[config.mk]
export PLATFORM = sky130hd
export DESIGN_NAME = thermal_cycle_hysteresis_controller_unit
export DESIGN_NICKNAME = d
export VERILOG_FILES = /design/src/sv/thc_pkg.sv /design/src/sv/thermal_cycle_hysteresis_controller_unit.sv
export VERILOG_INCLUDE_DIRS = /design/src /design/src/sv
export SDC_FILE = /design/constraint.sdc
export NUM_CORES = 1
export LEC_CHECK = 0
export ABC_CLOCK_PERIOD_IN_PS = 11750
export BUFFER_PORTS_ARGS = -buffer_cell sky130_fd_sc_hd__buf_2
export CORE_AREA = 8 8 158 160
export CTS_BUF_LIST = sky130_fd_sc_hd__clkbuf_8 sky130_fd_sc_hd__clkbuf_16
export DETAILED_ROUTE_END_ITERATION = 6
export DIE_AREA = 0 0 166 168
export PLACE_DENSITY = 0.8
export SLEW_MARGIN = 10
export SYNTH_ARGS = -nofsm -noshare
export SYNTH_HDL_FRONTEND = slang
export SYNTH_SLANG_ARGS = --single-unit
[constraint.sdc]
create_clock -name i_clk -period 11.75 [get_ports i_clk]
set_clock_uncertainty 0.2 [all_clocks]
set_input_delay 1.175 -clock i_clk [delete_from_list [all_inputs] [get_ports i_clk]]
set_output_delay 1.175 -clock i_clk [all_outputs]
set_load 0.1 [all_outputs]
[src/sv/assert_macros.svh]
// Assertion macros shared by the RTL files.
// No dependencies; assertions are compiled out when SYNTHESIS is defined.
`ifndef ASSERT_MACROS_SVH
`define ASSERT_MACROS_SVH

`ifndef SYNTHESIS

`define ASSERT_IMPLY(label, clk, rst_n, cond, expr) \
    label: assert property (@(posedge clk) disable iff (!(rst_n)) (cond) |-> (expr)) \
        else $error("assertion failed");

`define ASSERT_NEXT(label, clk, rst_n, cond, expr) \
    label: assert property (@(posedge clk) disable iff (!(rst_n)) (cond) |=> (expr)) \
        else $error("assertion failed");

`else

`define ASSERT_IMPLY(label, clk, rst_n, cond, expr)

`define ASSERT_NEXT(label, clk, rst_n, cond, expr)

`endif

`endif

[src/sv/thc_pkg.sv]
// Package for the thermal cycle hysteresis controller: mode type, codes, widths.
// No dependencies.
`timescale 1ns / 1ps

package thc_pkg;

    localparam int TEMP_W    = 13;
    localparam int IN_TEMPS  = 4;
    localparam int THR_W     = 8;
    localparam int MS_W      = 32;
    localparam int CNT_W     = 32;
    localparam int CFG_IDX_W = 3;
    localparam int CFG_DAT_W = 32;

    localparam logic signed [TEMP_W-1:0] SEED_MIN = 13'sd2400;
    localparam logic signed [TEMP_W-1:0] SEED_MAX = 13'sd0;

    typedef enum logic [1:0] {
        MODE_CAL   = 2'd0,
        MODE_OFF   = 2'd1,
        MODE_ON    = 2'd2,
        MODE_FAULT = 2'd3
    } t_mode;

    localparam logic [1:0] MOTOR_STOP = 2'd0;
    localparam logic [1:0] MOTOR_MIN  = 2'd1;
    localparam logic [1:0] MOTOR_MAX  = 2'd2;

    localparam logic [1:0] FAULT_NONE = 2'd0;
    localparam logic [1:0] FAULT_HOT  = 2'd1;
    localparam logic [1:0] FAULT_COLD = 2'd2;

    localparam logic [CFG_IDX_W-1:0] CFG_LOW_THR  = 3'd0;
    localparam logic [CFG_IDX_W-1:0] CFG_HIGH_THR = 3'd1;
    localparam logic [CFG_IDX_W-1:0] CFG_CAL_MS   = 3'd2;
    localparam logic [CFG_IDX_W-1:0] CFG_OVER     = 3'd3;
    localparam logic [CFG_IDX_W-1:0] CFG_UNDER    = 3'd4;

endpackage

[src/sv/thermal_cycle_hysteresis_controller_unit.sv]
// Thermal cycle hysteresis controller: input register, one-pass update, result register.
// Depends on thc_pkg and assert_macros.svh.
//
//   channel   handshake              payload
//   input     i_valid / o_ready      i_op, i_temp_0..3, i_now_ms
//   result    o_valid / i_ready      o_run_mode, o_motor_level, o_fan_on,
//                                    o_fault_code, o_cycle_count
//   config    i_cfg_wr_en            i_cfg_idx, i_cfg_data
//
// One word per cycle sustained while results are taken; a word passes the input register, then the result register.
// The mode/fan/motor/fault/cycle registers double as the result register.
// Reset is synchronous: control and state clear, config registers load defaults.
// A held result holds the input register; o_ready is high while it is empty or while its word moves on.
`timescale 1ns / 1ps
`include "assert_macros.svh"

module thermal_cycle_hysteresis_controller_unit
    import thc_pkg::*;
#(
    parameter int SENSORS = 4
) (
    input  logic                     i_clk,
    input  logic                     i_rst_n,
    input  logic                     i_cfg_wr_en,
    input  logic [CFG_IDX_W-1:0]     i_cfg_idx,
    input  logic [CFG_DAT_W-1:0]     i_cfg_data,
    input  logic                     i_valid,
    output logic                     o_ready,
    input  logic                     i_op,
    input  logic signed [TEMP_W-1:0] i_temp_0,
    input  logic signed [TEMP_W-1:0] i_temp_1,
    input  logic signed [TEMP_W-1:0] i_temp_2,
    input  logic signed [TEMP_W-1:0] i_temp_3,
    input  logic [MS_W-1:0]          i_now_ms,
    output logic                     o_valid,
    input  logic                     i_ready,
    output logic [1:0]               o_run_mode,
    output logic [1:0]               o_motor_level,
    output logic                     o_fan_on,
    output logic [1:0]               o_fault_code,
    output logic [CNT_W-1:0]         o_cycle_count
);

    localparam int SUM_W = TEMP_W + $clog2(SENSORS) + 1;
    localparam logic [SUM_W-1:0] AVG_SCALE = SUM_W'(16 * SENSORS);

    logic [THR_W-1:0]         r_low_thr;
    logic [THR_W-1:0]         r_high_thr;
    logic [MS_W-1:0]          r_cal_ms;
    logic signed [TEMP_W-1:0] r_over_lim;
    logic signed [TEMP_W-1:0] r_under_lim;

    logic                     r_in_valid;
    logic                     r_op;
    logic signed [TEMP_W-1:0] r_temp [IN_TEMPS];
    logic [MS_W-1:0]          r_now_ms;

    logic                     r_out_valid;
    t_mode                    r_mode;
    logic                     r_cool_dir;
    logic [1:0]               r_motor;
    logic [1:0]               r_fault;
    logic [CNT_W-1:0]         r_cycle;
    logic                     r_fan;

    t_mode                    n_mode;
    logic                     n_cool_dir;
    logic [1:0]               n_motor;
    logic [1:0]               n_fault;
    logic [CNT_W-1:0]         n_cycle;
    logic                     n_fan;

    logic                     w_advance;
    logic signed [TEMP_W-1:0] w_smp [SENSORS];
    logic signed [TEMP_W-1:0] w_min;
    logic signed [TEMP_W-1:0] w_max;
    logic signed [SUM_W-1:0]  w_sum;
    logic [SUM_W-1:0]         w_hi_lim;
    logic [SUM_W-1:0]         w_lo_lim;
    logic                     w_hot;
    logic                     w_cold;

    // config registers
    always_ff @(posedge i_clk) begin
        if (!i_rst_n) begin
            r_low_thr   <= THR_W'(30);
            r_high_thr  <= THR_W'(60);
            r_cal_ms    <= MS_W'(60000);
            r_over_lim  <= TEMP_W'(1600);
            r_under_lim <= '0;
        end else if (i_cfg_wr_en) begin
            unique case (i_cfg_idx)
                CFG_LOW_THR:  r_low_thr   <= i_cfg_data[THR_W-1:0];
                CFG_HIGH_THR: r_high_thr  <= i_cfg_data[THR_W-1:0];
                CFG_CAL_MS:   r_cal_ms    <= i_cfg_data[MS_W-1:0];
                CFG_OVER:     r_over_lim  <= i_cfg_data[TEMP_W-1:0];
                CFG_UNDER:    r_under_lim <= i_cfg_data[TEMP_W-1:0];
                default: ;
            endcase
        end
    end

    assign w_advance = r_in_valid && (!r_out_valid || i_ready);
    assign o_ready   = !r_in_valid || w_advance;

    // input register
    always_ff @(posedge i_clk) begin
        if (!i_rst_n) begin
            r_in_valid <= 1'b0;
        end else if (o_ready) begin
            r_in_valid <= i_valid;
        end
    end

    always_ff @(posedge i_clk) begin
        if (o_ready && i_valid) begin
            r_op      <= i_op;
            r_temp[0] <= i_temp_0;
            r_temp[1] <= i_temp_1;
            r_temp[2] <= i_temp_2;
            r_temp[3] <= i_temp_3;
            r_now_ms  <= i_now_ms;
        end
    end

    // samples beyond the four inputs read as zero
    for (genvar g = 0; g < SENSORS; g++) begin : g_smp
        if (g < IN_TEMPS) begin : g_in
            assign w_smp[g] = r_temp[g];
        end else begin : g_zero
            assign w_smp[g] = '0;
        end
    end

    always_comb begin
        w_min = SEED_MIN;
        w_max = SEED_MAX;
        w_sum = '0;
        for (int i = 0; i < SENSORS; i++) begin
            w_sum = w_sum + SUM_W'(w_smp[i]);
            if (w_smp[i] < w_min) begin
                w_min = w_smp[i];
            end
            if (w_smp[i] > w_max) begin
                w_max = w_smp[i];
            end
        end
    end

    assign w_hi_lim = SUM_W'(r_high_thr) * AVG_SCALE;
    assign w_lo_lim = SUM_W'(r_low_thr) * AVG_SCALE;
    assign w_hot    = w_max >= r_over_lim;
    assign w_cold   = w_min <= r_under_lim;

    always_comb begin
        n_mode     = r_mode;
        n_cool_dir = r_cool_dir;
        n_motor    = r_motor;
        n_fault    = r_fault;
        n_cycle    = r_cycle;
        n_fan      = r_fan;
        if (r_op) begin
            n_mode  = MODE_FAULT;
            n_fan   = 1'b1;
            n_motor = MOTOR_MIN;
        end else if (r_mode == MODE_FAULT) begin
            n_motor = MOTOR_STOP;
        end else begin
            unique case (r_mode)
                MODE_CAL: begin
                    n_motor = MOTOR_MIN;
                    if (r_now_ms < r_cal_ms) begin
                        n_fan = 1'b1;
                    end else begin
                        n_mode = MODE_ON;
                        n_fan  = 1'b0;
                    end
                end
                MODE_OFF: begin
                    n_fan   = 1'b1;
                    n_motor = MOTOR_MIN;
                end
                default: begin
                    n_fan   = 1'b0;
                    n_motor = MOTOR_MAX;
                end
            endcase
            if (w_hot || w_cold) begin
                n_fault = w_hot ? FAULT_HOT : FAULT_COLD;
                n_mode  = MODE_FAULT;
                n_fan   = 1'b0;
                n_motor = MOTOR_STOP;
            end else if (!r_cool_dir) begin
                if (w_sum > $signed(w_hi_lim)) begin
                    n_cool_dir = 1'b1;
                    n_mode     = MODE_OFF;
                end
            end else if (w_sum < $signed(w_lo_lim)) begin
                n_cool_dir = 1'b0;
                n_cycle    = r_cycle + CNT_W'(1);
                n_mode     = MODE_ON;
                n_motor    = MOTOR_MAX;
            end
        end
    end

    // state and result register
    always_ff @(posedge i_clk) begin
        if (!i_rst_n) begin
            r_out_valid <= 1'b0;
            r_mode      <= MODE_CAL;
            r_cool_dir  <= 1'b0;
            r_motor     <= MOTOR_STOP;
            r_fault     <= FAULT_NONE;
            r_cycle     <= '0;
            r_fan       <= 1'b0;
        end else begin
            if (w_advance) begin
                r_out_valid <= 1'b1;
                r_mode      <= n_mode;
                r_cool_dir  <= n_cool_dir;
                r_motor     <= n_motor;
                r_fault     <= n_fault;
                r_cycle     <= n_cycle;
                r_fan       <= n_fan;
            end else if (i_ready) begin
                r_out_valid <= 1'b0;
            end
        end
    end

    assign o_valid       = r_out_valid;
    assign o_run_mode    = r_mode;
    assign o_motor_level = r_motor;
    assign o_fan_on      = r_fan;
    assign o_fault_code  = r_fault;
    assign o_cycle_count = r_cycle;

    `ASSERT_IMPLY(a_fault_in_mode, i_clk, i_rst_n, r_fault != FAULT_NONE, r_mode == MODE_FAULT)
    `ASSERT_NEXT(a_fault_sticks, i_clk, i_rst_n, r_mode == MODE_FAULT, r_mode == MODE_FAULT)
    `ASSERT_NEXT(a_cycle_hold, i_clk, i_rst_n, !w_advance, $stable(r_cycle))
    `ASSERT_NEXT(a_held_result, i_clk, i_rst_n, r_out_valid && !i_ready, r_out_valid && $stable(r_mode))

endmodule

* After elaboration in Yosys (flattened, before gate mapping)
Memory sizes are Yosys's and may differ from the RTL's. Index checks and enable logic that the tools add are counted. Widths: inputs -> output; s select.
Operators by class: add/sub/neg operators 4, magnitude comparators 13, equality and inequality tests 7, mux-type cells 35, bitwise logic cells 3, reductions and logical operators 20
Operators by type and width (count):
- $mux 13 | 8
- $gt 13x13->1 | 3
- $lt 13x13->1 | 3
- $add 32x1->32 const B | 1
- $lt 32x32->1 | 1
- $mux 2 | 15
- $add 15x13->16 | 1
- $gt 16x15->1 | 1
- $lt 16x15->1 | 1
- $add 14x13->15 | 1
- $add 13x13->14 | 1
- $ge 13x13->1 | 1
- $gt 13x1->1 const B | 1
- $le 13x13->1 | 1
- $lt 13x13->1 const B | 1
- $reduce_and 2->1 | 6
- $mux 1 | 11
- $reduce_and 4->1 | 2
- $eq 3x2->1 const B | 2
- $reduce_and 6->1 | 1
- $eq 3x1->1 const B | 1
- $eq 3x3->1 const B | 1
- $logic_not 3->1 | 1
- $logic_or 1x1->1 | 3
- other kinds (10) | 14
Word-level totals: register bits after elaboration 149, memory bits (writable) 52, input port bits 125, output and inout bits 41, word-level logic and storage cells 98, memories kept 1
Memories:
- r_temp | words 4, bits a word 13, rd ports 4, clocked after Yosys merged registers in 0, wr ports 4, line thermal_cycle_hysteresis_controller_unit.sv:55 | logic signed [TEMP_W-1:0] r_temp [IN_TEMPS];

* Depth between registers and ports, before layout
An unclocked memory read counts as a cell.
depth in word-level cells 14, mapped depth 47, depth with buffers taken out 41

* Worst setup path after synthesis
Ideal clock, no wire load.
path type reg-to-reg, start point mem r_temp[0][6], end point reg r_cycle[28], in the netlist o_cycle_count[28], setup time 0.070 ns, arrival 9.476 ns, required time 11.480 ns, slack 2.004 ns, stages on the path, launching flop included 46, cell sequence edfxtp_1 > a21o_1 > a211o_1 > a21o_1 > ha_1 > clkbuf_1 > nand2b_1 > ha_1 > and4_1 > a221o_1 > a211o_1 > mux2i_2 > clkbuf_1 > a21oi_1 > ha_1 > nand2_1 > nor3_1 > nand2_1 > [... 10 more ...] > a21oi_1 > nor2_1 > nor3_1 > a21oi_1 > a21oi_2 > buf_4 > mux2_2 > ha_1 > and4_1 > nand2_1 > nor3_1 > a221o_1 > a41o_1 > a311oi_2 > o2111ai_1 > clkbuf_1 > or4_1 > a21oi_1
RTL lines:
- from (decl) | line thermal_cycle_hysteresis_controller_unit.sv:55
- to (signal assigned) | line thermal_cycle_hysteresis_controller_unit.sv:224 | r_cycle <= n_cycle;
- to (decl) | line thermal_cycle_hysteresis_controller_unit.sv:63 | logic [CNT_W-1:0] r_cycle;

==> summary.md <==
| Metric | Value |
|---|---|
| Ys flop type | `dfxtp_1` |
| CTS H-tree lvls | `1` |
| Post-synth EDFFs | `85` |
| WL met3 | `2.183 mm` |
| Global-route wire length before repair | `roughly 53 mm` |
| Sequential share of the synthesized area | `a little under two fifths` |
| Required time of the critical path | `12.01 ns` |
| Via count | `around 11000` |
| Core ar. | `0.02237 mm²` |
| Crit-path most repeated cell | `a21o_1` |
| Reg2Reg Setup Slack | `about 1.1 ns` |
| Crit Path Class | `reg2reg` |
| Status | `finished, violations left` |
| Max Clock Freq | `0.09356 GHz` |
| # rows | `between 50 and 60` |
| Top Metal Used | `met5` |
| Period utilisation layout | `90.96%` |
| Min-Delay Endpoint | `r_over_lim[1]$_SDFFE_PN0P_` |
| RSZ-0062 raised after global routing | `false` |
| Fill cell count | `around 1800` |
| Clk slew on worst S/H paths | `0.06 ns` |
| Synth Register Bits | `201` |
| Die width | `roughly 170 µm` |
| Root buf cell | `clkbuf_16` |
| Initial Util | `between 50% and 60%` |
| Layout area overhead | `14.13%` |
| Mapped Avg Cell Area | `9.463 µm²` |
| Pwr/cell area | `152.0 mW/mm²` |
| Pins Over Slew Limit | `0` |
| Met2 wire len | `between 15 and 20 mm` |
| Syn Inst Count | `around 1400` |
| Cts hold-fix bufs | `0` |
| Logic gate share of total power | `34.3%` |
| CTS Buf Count | `23` |
| Static leakage | `6.454 nW` |
| GP Congestion | `0.9488` |
| Slowest cell delay on critical path | `~0.59 ns` |
| Critical Path AT | `10.95 ns` |
| Final WS setup | `about 1.1 ns` |
| CTS tree | `built` |
| Final Hold Fails | `0` |
| Seq pwr share | `around a third` |
| Initial antenna violation count | `3` |
| HPWL after detailed placement | `around 26 mm` |
| Asr flop ratio synth | `0%` |
| Slowest cell on crit path | `a21oi_2` |
| Drt wl/cell | `between 15 and 20 µm` |
| Number of global-route vias before repair | `~10000` |
| Distinct cell type count after synthesis | `71` |
| Slew @ Worst Pin | `1.178 ns` |
| Reg2reg end | `o_cycle_count[22]$_SDFFE_PN0P_` |
| CTS Sinks | `around 200` |
| Synthesized area | `around 0.013 mm²` |
| IO Port Bufs | `between 150 and 200` |
| FF-to-FF Start | `r_temp[0][6]$_DFFE_PP_` |
| Clock Latency Late Sink | `approximately 0.53 ns` |
| Min Tclk post-route | `around 11 ns` |
| Failing checks | `design-rule violations` |
| Sw Ratio | `around 34%` |
| Worst rel slew slack | `approximately 21%` |
| Switching power | `between 0.7 and 0.8 mW` |
| WL met1 | `around 15 mm` |
| Worst vdd ir | `around 0.00012 V` |
| Layout cells sized above 1 | `approximately 17%` |
| Critical Path End Type | `flip-flop` |
| Worst Hold Slack | `0.2549 ns` |
| Reg2Reg Depth | `43` |
| Hold-critical path depth | `2` |
| Largest net degree at the start of global routing | `76` |
| Pre-antenna DRT Iters | `7` |
| Critical path launch point type | `flip-flop` |
| I/O Pins | `about 170` |
| Hold Path Class | `reg2reg` |
| Setup Fix Bufs, Post-CTS | `0` |
| Clk buf depth | `3` |
| Syn Nets | `about 1700` |
| Vias per inst | `between 5 and 6` |
| Antenna Nets Post-Route | `0` |
| Starting DRT DRC Count | `around 630` |
| Yosys warns | `0` |
| Area of the die | `0.02789 mm²` |
| Area after DPL | `0.01414 mm²` |
| Hold Startpoint | `r_over_lim[1]$_SDFFE_PN0P_` |
| GR Util All Layers | `about 23%` |
| Max-cap viol count | `0` |
| Int Pwr | `about 1.5 mW` |
| Vert. Die Dim | `roughly 170 µm` |
| Design Power | `around 2.3 mW` |
| Pre-CTS setup slack | `1.167 ns` |
| Final setup violation count | `0` |
| Setup TNS Final | `0 ns` |
| Clock power frac | `31.0%` |
| Nets | `about 1800` |
| Post-CTS Resized | `0` |
| Crit path max fanout | `31` |
| Residual DRC | `1` |
| Post-route cell area | `between 0.01 and 0.015 mm²` |
| GRT overflow | `0` |
| Overall routed net length | `33.01 mm` |
[cells in the mapped netlist (5+ instances only)]
cell type | instances | share of area, %
xnor2_1 | 8 | 0.54
nand2_1 | 175 | 5.0
nand3_1 | 22 | 0.84
inv_1 | 146 | 4.2
ha_1 | 164 | 16
o211ai_1 | 21 | 1.2
o21a_1 | 17 | 0.98
dfxtp_1 | 116 | 18
or4_1 | 19 | 1.1
o21ai_0 | 24 | 0.92
or3_1 | 14 | 0.67
clkbuf_1 | 40 | 1.2
and2_1 | 5 | 0.24
mux2_2 | 34 | 2.9
edfxtp_1 | 85 | 20
nor2b_1 | 13 | 0.62
o21ai_1 | 16 | 0.61
nand2b_1 | 27 | 1.3
and4_1 | 8 | 0.54
o31ai_1 | 18 | 1.0
nor2_1 | 46 | 1.3
a21oi_1 | 131 | 5.0
and3_1 | 6 | 0.29
nand4_1 | 21 | 1.0
nor3_1 | 11 | 0.42
fa_1 | 27 | 4.1
mux2i_1 | 29 | 2.2
a211oi_1 | 9 | 0.52
a21o_1 | 43 | 2.5
nor4_1 | 9 | 0.43
nor3b_1 | 5 | 0.29
[worst max-delay path by stage]
stage,startpoint,end
5_1_grt,r_temp[0][6]$_DFFE_PP_,o_cycle_count[22]$_SDFFE_PN0P_
3_3_place_gp,r_temp[0][6]$_DFFE_PP_,o_cycle_count[22]$_SDFFE_PN0P_
6_report,r_temp[0][6]$_DFFE_PP_,o_cycle_count[22]$_SDFFE_PN0P_
2_1_floorplan,r_temp[0][6]$_DFFE_PP_,o_cycle_count[28]$_SDFFE_PN0P_
3_5_place_dp,r_temp[0][6]$_DFFE_PP_,o_cycle_count[22]$_SDFFE_PN0P_
4_1_cts,r_temp[0][6]$_DFFE_PP_,o_cycle_count[22]$_SDFFE_PN0P_
[registers in the layout, indices dropped and copies added, names as in the netlist]
| signal | cells |
|---|---|
| r_op | 1 |
| o_cycle_count | 32 |
| r_under_lim | 13 |
| r_low_thr | 8 |
| r_in_valid | 1 |
| o_fault_code | 2 |
| r_cool_dir | 1 |
| r_high_thr | 8 |
| r_temp | 52 |
| o_valid | 1 |
| o_run_mode | 2 |
| o_motor_level | 2 |
| r_now_ms | 32 |
| r_cal_ms | 32 |
| o_fan_on | 1 |
| r_over_lim | 13 |
[stage by stage]
| stage | utilization, % | instances |
|---|---|---|
| 5_1_grt | 66.55 | 1836 |
| 2_1_floorplan | - | 1378 |
| 4_1_cts | 66.53 | 1835 |
| 3_5_place_dp | 63.21 | 1793 |
| 3_3_place_gp | 63.21 | 1793 |
| 6_report | 66.55 | 1836 |
[logic make-up after synthesis]
kind of cell               share of synthesized area, %
adders and majority gates                         19.88
other                                           0.02876
buffers and inverters                             5.556
AOI/OAI and AO/OA                                 15.46
muxes                                             5.613
xor gates and xnor gates                         0.8060
DFF                                               37.38
and+or+nand+nor                                   15.28
[area by class of cell]
| cell class | count | area [µm²] | area share, % |
|---|---|---|---|
| timing repair buffer | 175 | 900.9 | 6.053 |
| antenna | 1 | 2.502 | 0.01681 |
| clock inverter | 15 | 113.9 | 0.7650 |
| multi-input combinational | 986 | 7456 | 50.10 |
| sequential | 201 | 4875 | 32.75 |
| inverter | 146 | 548.0 | 3.682 |
| tap | 285 | 356.6 | 2.396 |
| clock buffer | 27 | 630.6 | 4.237 |
[power by group through the flow]
stage	sequential (mW)	combinational, mW	clock [mW]
6_report	0.786	0.775	0.701
5_1_grt	0.789	0.871	0.740
3_3_place_gp	0.800	0.738	0
3_5_place_dp	0.800	0.765	0
4_1_cts	0.786	0.773	0.713
2_1_floorplan	0.807	0.549	0
[per-layer routing]
layer | track usage, % | vias to the layer above
li1 | - | 5261
met4 | 6.522 | 4
met2 | 38.70 | 322
met3 | 4.747 | 59
met1 | 30.14 | 4935
met5 | 0 | -
[worst max-delay path: cells and delay by family, from the launching register on]
kind | cells | cell delay (ns)
fa+ha+maj | 5 | 1.69
flops | 1 | 0.48
compound gates | 21 | 4.93
simple gates | 10 | 1.71
mux | 3 | 0.76
buf+inv | 4 | 0.84
[cell usage in the layout (no fill, tap or decap), types with 29 or more instances in the layout]
| master | synthesis | layout |
|---|---|---|
| a21oi_1 | 131 | 131 |
| nor2_1 | 46 | 45 |
| mux2i_1 | 29 | 29 |
| buf_2 | 3 | 165 |
| a21o_1 | 43 | 43 |
| inv_1 | 146 | 149 |
| mux2_2 | 34 | 34 |
| edfxtp_1 | 85 | 85 |
| ha_1 | 164 | 164 |
| nand2_1 | 175 | 175 |
| dfxtp_1 | 116 | 116 |
(Power assumes the default switching activity.)
